--- src/sv/wgm_pkg.sv ---
// ----------------------------------------------------------------------------
// wgm_pkg
// Shared types and constants of the wildcard glob matcher.
// ----------------------------------------------------------------------------
package wgm_pkg;

  // Pattern capacity and derived widths
  localparam int PAT_MAX = 32;
  localparam int POS_W   = PAT_MAX + 1;                         // active position set
  localparam int LEN_W   = $clog2(PAT_MAX + 1);                 // 0..PAT_MAX
  localparam int IDX_W   = (PAT_MAX > 1) ? $clog2(PAT_MAX) : 1; // pattern entry index

  // Command queue between front and back
  localparam int QDEPTH = 4;
  localparam int QPTR_W = $clog2(QDEPTH);
  localparam int QCNT_W = $clog2(QDEPTH + 1);

  localparam logic [7:0] CH_STAR  = 8'h2A;
  localparam logic [7:0] CH_QMARK = 8'h3F;

  typedef enum logic [1:0] {
    OP_CLEAR  = 2'd0,
    OP_APPEND = 2'd1,
    OP_BYTE   = 2'd2,
    OP_END    = 2'd3
  } op_t;

  // Classified command as held in the queue
  typedef struct packed {
    op_t        op;
    logic [7:0] ch;
    logic       is_star;
    logic       is_qmark;
    logic       ends;      // item closes a subject and carries a verdict
  } cmd_t;

endpackage

--- src/sv/wgm_front.sv ---
// ----------------------------------------------------------------------------
// wgm_front
// Input side: decodes each incoming transaction into a queue command.
// ----------------------------------------------------------------------------
module wgm_front (
  input  logic                in_valid,
  output logic                in_stall,
  input  logic [1:0]          in_op,
  input  logic [7:0]          in_char_value,
  input  logic                in_last,
  output logic                push_valid,
  output wgm_pkg::cmd_t       push_cmd,
  input  logic                q_full
);

  wgm_pkg::op_t op;

  always_comb begin
    op                = wgm_pkg::op_t'(in_op);
    push_cmd.op       = op;
    push_cmd.ch       = in_char_value;
    push_cmd.is_star  = (in_char_value == wgm_pkg::CH_STAR);
    push_cmd.is_qmark = (in_char_value == wgm_pkg::CH_QMARK);
    case (op)
      wgm_pkg::OP_BYTE: push_cmd.ends = in_last;
      wgm_pkg::OP_END:  push_cmd.ends = 1'b1;
      default:          push_cmd.ends = 1'b0;
    endcase
  end

  assign push_valid = in_valid;
  assign in_stall   = q_full;

endmodule

--- src/sv/wgm_queue.sv ---
// ----------------------------------------------------------------------------
// wgm_queue
// Short command FIFO decoupling the decode side from the match engine.
// ----------------------------------------------------------------------------
module wgm_queue (
  input  logic          clk,
  input  logic          rst_n,
  input  logic          push_valid,
  input  wgm_pkg::cmd_t push_cmd,
  output logic          full,
  output logic          pop_valid,
  input  logic          pop_ready,
  output wgm_pkg::cmd_t pop_cmd
);

  localparam int PtrW = wgm_pkg::QPTR_W;
  localparam int CntW = wgm_pkg::QCNT_W;

  wgm_pkg::cmd_t mem [wgm_pkg::QDEPTH];

  logic [PtrW-1:0] wr_ptr_r, wr_ptr_nxt;
  logic [PtrW-1:0] rd_ptr_r, rd_ptr_nxt;
  logic [CntW-1:0] cnt_r, cnt_nxt;
  logic            push, pop;

  assign full      = (cnt_r == CntW'(wgm_pkg::QDEPTH));
  assign pop_valid = (cnt_r != '0);
  assign push      = push_valid & ~full;
  assign pop       = pop_valid & pop_ready;
  assign pop_cmd   = mem[rd_ptr_r];

  always_comb begin
    wr_ptr_nxt = push ? PtrW'(wr_ptr_r + 1'b1) : wr_ptr_r;
    rd_ptr_nxt = pop  ? PtrW'(rd_ptr_r + 1'b1) : rd_ptr_r;
    cnt_nxt    = cnt_r;
    if (push & ~pop) begin
      cnt_nxt = CntW'(cnt_r + 1'b1);
    end else if (pop & ~push) begin
      cnt_nxt = CntW'(cnt_r - 1'b1);
    end
  end

  always_ff @(posedge clk) begin
    if (!rst_n) begin
      wr_ptr_r <= '0;
      rd_ptr_r <= '0;
      cnt_r    <= '0;
    end else begin
      wr_ptr_r <= wr_ptr_nxt;
      rd_ptr_r <= rd_ptr_nxt;
      cnt_r    <= cnt_nxt;
    end
  end

  always_ff @(posedge clk) begin
    if (push) begin
      mem[wr_ptr_r] <= push_cmd;
    end
  end

endmodule

--- src/sv/wgm_back.sv ---
// ----------------------------------------------------------------------------
// wgm_back
// Match engine: pattern store, active position set and result register.
// ----------------------------------------------------------------------------
module wgm_back (
  input  logic          clk,
  input  logic          rst_n,
  input  logic          q_valid,
  output logic          q_ready,
  input  wgm_pkg::cmd_t q_cmd,
  output logic          out_valid,
  input  logic          out_stall,
  output logic          out_done_res,
  output logic          out_matched,
  output logic          out_pattern_overflow
);

  localparam int PatMax = wgm_pkg::PAT_MAX;
  localparam int PosW   = wgm_pkg::POS_W;
  localparam int LenW   = wgm_pkg::LEN_W;
  localparam int IdxW   = wgm_pkg::IDX_W;

  // Pattern store, one cell per position; no reset, masked by length
  logic [7:0]        pat_char_r  [PatMax];
  logic [PatMax-1:0] pat_star_r;
  logic [PatMax-1:0] pat_q_r;
  logic              pat_we;
  logic [IdxW-1:0]   pat_widx;

  logic [LenW-1:0] pat_len_r, pat_len_nxt;
  logic [PosW-1:0] active_r, active_nxt;
  logic [PosW-1:0] start_r, start_nxt;     // start position closed over stars
  logic            open_r, open_nxt;
  logic            ovf_r, ovf_nxt;

  logic            out_valid_r, out_valid_nxt;
  logic            out_done_r, out_matched_r, out_ovf_r;
  logic            res_done, res_matched;

  logic            pop;
  logic [PatMax-1:0] in_pat;
  logic [PosW-1:0] seeds, prop, closed;
  logic [PosW:0]   add_a, add_b, carry;
  logic [LenW-1:0] next_pos;

  assign q_ready = ~out_valid_r | ~out_stall;
  assign pop     = q_valid & q_ready;

  // One step of the position-set automaton. Stars keep themselves, matching
  // cells hand on to the next position; the star closure is a carry chain
  // (generate = seed, propagate = star just below) done with one adder.
  always_comb begin
    seeds = '0;
    prop  = '0;
    for (int i = 0; i < PatMax; i++) begin
      in_pat[i] = (LenW'(i) < pat_len_r);
      if (active_r[i] & in_pat[i]) begin
        if (pat_star_r[i]) begin
          seeds[i] = 1'b1;
        end else if (pat_q_r[i] || (pat_char_r[i] == q_cmd.ch)) begin
          seeds[i+1] = 1'b1;
        end
      end
      prop[i+1] = pat_star_r[i] & in_pat[i];
    end
    add_a  = {1'b0, seeds | prop};
    add_b  = {1'b0, seeds};
    carry  = (add_a + add_b) ^ add_a ^ add_b;
    closed = carry[PosW:1];
  end

  always_comb begin
    pat_len_nxt = pat_len_r;
    active_nxt  = active_r;
    start_nxt   = start_r;
    open_nxt    = open_r;
    ovf_nxt     = ovf_r;
    pat_we      = 1'b0;
    pat_widx    = pat_len_r[IdxW-1:0];
    next_pos    = LenW'(pat_len_r + 1'b1);
    res_done    = 1'b0;
    res_matched = 1'b0;
    if (pop) begin
      case (q_cmd.op)
        wgm_pkg::OP_CLEAR: begin
          pat_len_nxt = '0;
          ovf_nxt     = 1'b0;
          open_nxt    = 1'b0;
          start_nxt   = PosW'(1);
          active_nxt  = PosW'(1);
        end
        wgm_pkg::OP_APPEND: begin
          if (pat_len_r < LenW'(PatMax)) begin
            pat_we      = 1'b1;
            pat_len_nxt = next_pos;
            if (start_r[pat_len_r] & q_cmd.is_star) begin
              start_nxt[next_pos] = 1'b1;
            end
          end else begin
            ovf_nxt = 1'b1;
          end
          open_nxt   = 1'b0;
          active_nxt = start_nxt;
        end
        wgm_pkg::OP_BYTE: begin
          if (q_cmd.ends) begin
            res_done    = 1'b1;
            res_matched = closed[pat_len_r];
            open_nxt    = 1'b0;
            active_nxt  = start_r;
          end else begin
            open_nxt   = 1'b1;
            active_nxt = closed;
          end
        end
        default: begin
          res_done    = 1'b1;
          res_matched = active_r[pat_len_r];
          open_nxt    = 1'b0;
          active_nxt  = start_r;
        end
      endcase
    end
    out_valid_nxt = pop | (out_valid_r & out_stall);
  end

  always_ff @(posedge clk) begin
    if (!rst_n) begin
      pat_len_r   <= '0;
      active_r    <= PosW'(1);
      start_r     <= PosW'(1);
      open_r      <= 1'b0;
      ovf_r       <= 1'b0;
      out_valid_r <= 1'b0;
    end else begin
      pat_len_r   <= pat_len_nxt;
      active_r    <= active_nxt;
      start_r     <= start_nxt;
      open_r      <= open_nxt;
      ovf_r       <= ovf_nxt;
      out_valid_r <= out_valid_nxt;
    end
  end

  always_ff @(posedge clk) begin
    if (pat_we) begin
      pat_char_r[pat_widx] <= q_cmd.ch;
      pat_star_r[pat_widx] <= q_cmd.is_star;
      pat_q_r[pat_widx]    <= q_cmd.is_qmark;
    end
    if (pop) begin
      out_done_r    <= res_done;
      out_matched_r <= res_matched;
      out_ovf_r     <= ovf_nxt;
    end
  end

  assign out_valid            = out_valid_r;
  assign out_done_res         = out_done_r;
  assign out_matched          = out_matched_r;
  assign out_pattern_overflow = out_ovf_r;

`ifndef SYNTHESIS
  logic [PosW-1:0] len_mask;
  always_comb begin
    for (int j = 0; j < PosW; j++) begin
      len_mask[j] = (LenW'(j) <= pat_len_r);
    end
  end

  a_len_range: assert property (@(posedge clk) disable iff (!rst_n)
    pat_len_r <= LenW'(PatMax))
    else $error("pattern length beyond capacity");

  a_idle_start: assert property (@(posedge clk) disable iff (!rst_n)
    !open_r |-> (active_r == start_r))
    else $error("active set not reloaded outside a subject");

  a_active_in_range: assert property (@(posedge clk) disable iff (!rst_n)
    (active_r & ~len_mask) == '0)
    else $error("active position beyond pattern end");

  a_verdict_needs_done: assert property (@(posedge clk) disable iff (!rst_n)
    (out_valid_r && !out_done_r) |-> !out_matched_r)
    else $error("match reported without a finished subject");
`endif

endmodule

--- src/sv/wildcard_glob_matcher_top.sv ---
// ----------------------------------------------------------------------------
// wildcard_glob_matcher_top
// Streaming glob matcher ('*' any run, '?' any byte) over a loaded pattern.
// Flow: with the queue empty, an accepted transaction is written into the
//   queue, and the engine then pops it and loads the output register;
//   commands queued ahead of it are retired first.
// Throughput: one transaction per cycle; every pattern position steps in
//   parallel, and in_stall rises only when the 4-entry command queue fills.
// Reset: synchronous, active low; empty pattern, no overflow, no result.
// ----------------------------------------------------------------------------
module wildcard_glob_matcher_top (
  input  logic       clk,
  input  logic       rst_n,
  // input channel
  input  logic       in_valid,
  output logic       in_stall,
  input  logic [1:0] in_op,
  input  logic [7:0] in_char_value,
  input  logic       in_last,
  // result channel
  output logic       out_valid,
  input  logic       out_stall,
  output logic       out_done_res,
  output logic       out_matched,
  output logic       out_pattern_overflow
);

  // Front to queue
  logic          push_valid;
  wgm_pkg::cmd_t push_cmd;
  logic          q_full;

  // Queue to back
  logic          q_valid;
  logic          q_ready;
  wgm_pkg::cmd_t q_cmd;

  // Decode: op and byte become a command with the star and question-mark
  // tests and the end-of-subject flag worked out ahead of the engine.
  wgm_front u_front (
    .in_valid      (in_valid),
    .in_stall      (in_stall),
    .in_op         (in_op),
    .in_char_value (in_char_value),
    .in_last       (in_last),
    .push_valid    (push_valid),
    .push_cmd      (push_cmd),
    .q_full        (q_full)
  );

  // Decoupling queue: the input side keeps taking transactions while the
  // result register is held by out_stall.
  wgm_queue u_queue (
    .clk        (clk),
    .rst_n      (rst_n),
    .push_valid (push_valid),
    .push_cmd   (push_cmd),
    .full       (q_full),
    .pop_valid  (q_valid),
    .pop_ready  (q_ready),
    .pop_cmd    (q_cmd)
  );

  // Engine: pattern cells, active position set and registered result.
  // One command retires per cycle whenever the result register is free
  // or being emptied.
  wgm_back u_back (
    .clk                  (clk),
    .rst_n                (rst_n),
    .q_valid              (q_valid),
    .q_ready              (q_ready),
    .q_cmd                (q_cmd),
    .out_valid            (out_valid),
    .out_stall            (out_stall),
    .out_done_res         (out_done_res),
    .out_matched          (out_matched),
    .out_pattern_overflow (out_pattern_overflow)
  );

endmodule
--- config.mk ---
export PLATFORM = sky130hd
export DESIGN_NAME = wildcard_glob_matcher_top
export DESIGN_NICKNAME = d
export VERILOG_FILES = /design/src/sv/wgm_pkg.sv /design/src/sv/wgm_front.sv /design/src/sv/wgm_queue.sv /design/src/sv/wgm_back.sv /design/src/sv/wildcard_glob_matcher_top.sv
export SDC_FILE = /design/constraint.sdc
export NUM_CORES = 1
export LEC_CHECK = 0
export BUFFER_PORTS_ARGS = -buffer_cell sky130_fd_sc_hd__buf_2
export CAP_MARGIN = 15
export CELL_PAD_IN_SITES_DETAIL_PLACEMENT = 0
export CELL_PAD_IN_SITES_GLOBAL_PLACEMENT = 1
export CORE_UTILIZATION = 57
export CTS_CLUSTER_DIAMETER = 40
export DETAILED_ROUTE_END_ITERATION = 10
export GPL_TIMING_DRIVEN = 1
export PLACE_DENSITY_LB_ADDON = 0.1
export SLEW_MARGIN = 0
export SYNTH_ARGS = -nofsm -noshare
export SYNTH_HDL_FRONTEND = slang
export SYNTH_SLANG_ARGS = --single-unit
--- constraint.sdc ---
create_clock -name clk -period 10.04 [get_ports clk]
set_input_delay 0.502 -clock clk [delete_from_list [all_inputs] [get_ports clk]]
set_output_delay 0.502 -clock clk [all_outputs]
set_load 0.05 [all_outputs]
==> impl_metrics.yaml <==
sta:
  fin_crit_ns: 5.50
  clock.fmax_ghz: 0.182
  finalClockSkew_ns: 0.0242
  rsz0062_at_grt: "no"
  relSlewSlack_pct: 25.2
  fin_setup_tns_ns: 0
  tightest_slew_ns: 1.09
  finalCritPeriodShare_pct: 54.8
  final-setup-viol-count: 0
  setup_slack_ns: 4.54
  hold_violations: 0
  drv_slew: 0
global_routing:
  grt_pass1_wl_um: 93500
  grt_start_max_net_pins: 68
  grt_pass1_vias: 15275
  grt-ovfl-total: 0
  antenna_found_initial: 0
  grtUsageTotal_pct: 30.6
detailed_routing:
  wirelength_um: 60800
  wl_per_cell_um: 24.4
  first_pass_iters: 5
  drc: 0
  via_per_inst: 6.31
  detail-route-antenna-nets: 0
  drt-initial-drc-count: 1592
  vias: 15707
setup_path:
  required_ns: 10.36
  cpPeakStageDelay_ns: 0.80
  reg2reg_depth: 16
  worstSetupPathType: "reg -> reg"
  critPathSlowestCell: "mux4_2"
  reg2reg_slack_ns: 4.54
  endpoint_kind: "flip-flop"
  cpMostUsedCell: "buf_4"
  startpoint_type: "flip-flop"
  cp_data_arrival_time_ns: 5.82
  worstReg2RegEnd: "u_back.out_matched"
  crit_fanout: 40
  worstPathCellList: "buf_4 > mux4_2 > buf_4 > xor2_1 > nor4_1 > a41o_1 > a31oi_1 > o21ai_0 > a221oi_1 > o221ai_1 > a31oi_2 > mux2i_1 > a2111oi_0 > o21bai_1 > nand3_1 > o41ai_2"
final_layout:
  diodes: 0
  area_growth_syn_to_layout_pct: 12.0
  stdcell_area_um2: 25400
  final_core_util_pct: 65.2
  drive_gt1_share_pct: 12.4
  nNetsFinal: 1945
synthesis:
  synth_compound_area_share_pct: 12.8
  syn_inst: 1886
  synth_adder_area_share_pct: 0.640
  synthMuxAreaShare_pct: 4.30
  synth_edf_count: 375
  syn_area_um2: 22700
  mappedNetlistNets: 1912
  synth_ff_type: "edfxtp_1"
  synth_xor_area_share_pct: 10.4
  yosysSeqAreaShare_pct: 57.0
  async_flop_share_pct: 0
  yosys_warnings: 0
  ys_types: 92
  ys_seq_elements: 458
  synth_top_family_by_area: "compound AO/OA/AOI/OAI gates"
  synth-simple-area-share_pct: 11.9
  avgSynthCellArea_um2: 12.0
floorplan:
  die_x_um: 201
  dieArea_um2: 40600
  core-area_um2: 38900
  rows: 72
  ios: 20
  fp.dieH_um: 201
  floorplan.initialDensity_pct: 58.2
clock_network:
  clock-sinks: 458
  cts_root_buffer: "clkbuf_16"
  postCtsHoldBufs: 0
  clk_path_buf_depth: 3
  post_cts_buffers: 0
  cts_max_level: 3
  tritoncts: "yes"
  cts_buffers: 67
  cts.clk_slew.worst_paths_ns: 0.06
  clkLatencyLatePin_ns: 0.60
  cts_resized: 0
run_status:
  outcome: "finished, final reports clean"
hold_path:
  hold_path.class: "in -> reg"
  min-delay-start: "in_char_value[5]"
  whs_endpoint: "u_queue.mem[2][8]"
  hold-path-cell-count: 1
pwr:
  vdd_drop_max_mv: 0.163
  leakagePower_nw: 8.36
  totalPowerFinal_w: 0.00656
  p_per_area_nw_per_um2: 258
placement:
  hpwl_um: 39900
  post-place-ws_ns: 4.63
  placed_area_um2: 23200
  routabilityCongestion: 0.892
  portBuffers: 19
run:
  drv_cap: 0
worst max-delay path: cells and delay by family (launching register included):
kind | cells | cell delay (ns)
multiplexers | 2 | 0.93
AND/OR/NAND/NOR | 2 | 0.20
AO/OA/AOI/OAI | 9 | 2.59
buffers and inverters | 2 | 0.97
XOR/XNOR | 1 | 0.20
flip-flops | 1 | 0.30
registers in the layout, indices dropped and copies added (netlist names), named ones only:
name / cells
u_back.pat_char_r: 256
u_queue.mem: 52
u_back.active_r: 33
u_back.start_r: 33
u_back.pat_q_r: 32
u_back.pat_star_r: 32
u_back.pat_len_r: 6
u_queue.cnt_r: 3
u_queue.rd_ptr_r: 2
u_queue.wr_ptr_r: 2
u_back.out_done_res: 1
u_back.out_matched: 1
u_back.out_pattern_overflow: 1
u_back.out_valid: 1
u_back.ovf_r: 1
stage by stage:
step / cells / hold WS (ns)
2_1_floorplan: 1886 / 0.435
6_report: 2489 / 0.158
4_1_cts: 2489 / 0.137
3_3_place_gp: 2367 / 0.452
3_5_place_dp: 2368 / 0.459
5_1_grt: 2489 / 0.139
worst max-delay path by stage:
| stage | slack (ns) | from | cells after the start | to |
|---|---|---|---|---|
| 2_1_floorplan | 5.72 | u_back.pat_len_r[1] | 19 | u_back.out_matched |
| 3_3_place_gp | 4.72 | flip-flop | 16 | u_back.out_matched |
| 3_5_place_dp | 4.63 | flip-flop | 16 | u_back.out_matched |
| 4_1_cts | 4.59 | flip-flop | 16 | u_back.out_matched |
| 5_1_grt | 4.23 | flip-flop | 16 | u_back.out_matched |
| 6_report | 4.54 | flip-flop | 16 | u_back.out_matched |
synth_stat cells, types with 12 or more instances:
library cell / n / area share, %
edfxtp_1: 375 / 50
nor2_1: 166 / 2.7
xor2_1: 147 / 5.7
xnor2_1: 121 / 4.7
a21oi_1: 120 / 2.6
nand2_1: 102 / 1.7
dfxtp_1: 83 / 7.3
o21ai_0: 78 / 1.7
clkbuf_1: 53 / 0.88
nor2b_1: 37 / 1.0
nor3_1: 36 / 0.79
inv_1: 33 / 0.55
nand3_1: 33 / 0.73
nor4_1: 33 / 0.91
mux4_2: 31 / 3.1
and2_1: 28 / 0.77
nand2b_1: 25 / 0.69
nand4_1: 25 / 0.69
mux2i_1: 22 / 0.97
o21a_1: 22 / 0.73
o221ai_1: 17 / 0.66
a22oi_1: 16 / 0.53
a21boi_0: 15 / 0.50
a41o_1: 14 / 0.62
buf_6: 13 / 0.65
a31oi_1: 12 / 0.33
o211ai_1: 12 / 0.40
power by group:
part	leakage (nW)	total, W	switching, W	internal [W]
sequential	4.06	0.00245	0.000105	0.00235
clock	1.07	0.00227	0.000902	0.00137
combinational	3.23	0.00184	0.00127	0.000566
layer usage:
layer  share of wire (%)  GRT usage, %  routed length, um  vias to the layer above
met4                 3.5          12.0               2160                        0
li1                    -             -                  -                     7104
met1                  45          44.5              27100                     7874
met2                  45          46.1              27200                      622
met3                 7.2          4.88               4380                      107
met5                   0             0                  0                        -
cells in the final DEF (no fill, tap or decap), drive strengths merged, types with 29 or more instances in the layout:
cell type and n:
a21oi 120, and2 29, buf 59, clkbuf 77, dfxtp 83, edfxtp 375, inv 53, mux4 31
nand2 102, nand3 33, nor2 166, nor2b 37, nor3 37, nor4 34, o21ai 86, xnor2 122
xor2 147
cell type report:
| class | count | area [um2] |
|---|---|---|
| well taps | 518 | 648 |
| repair buffers | 59 | 399 |
| clock buffers | 77 | 1760 |
| clock inverters | 44 | 422 |
| flip-flops and latches | 458 | 12900 |
| multi-input cells | 1298 | 9100 |
| inverters | 35 | 131 |
| fillers | 2969 | 13500 |
cell families after synthesis:
group	count (synthesis)
compound gates	419
xor+xnor	269
fa+ha+maj	11
buf+inv	130
flops	458
mux	58
simple gates	541
(Power assumes the default switching activity.)
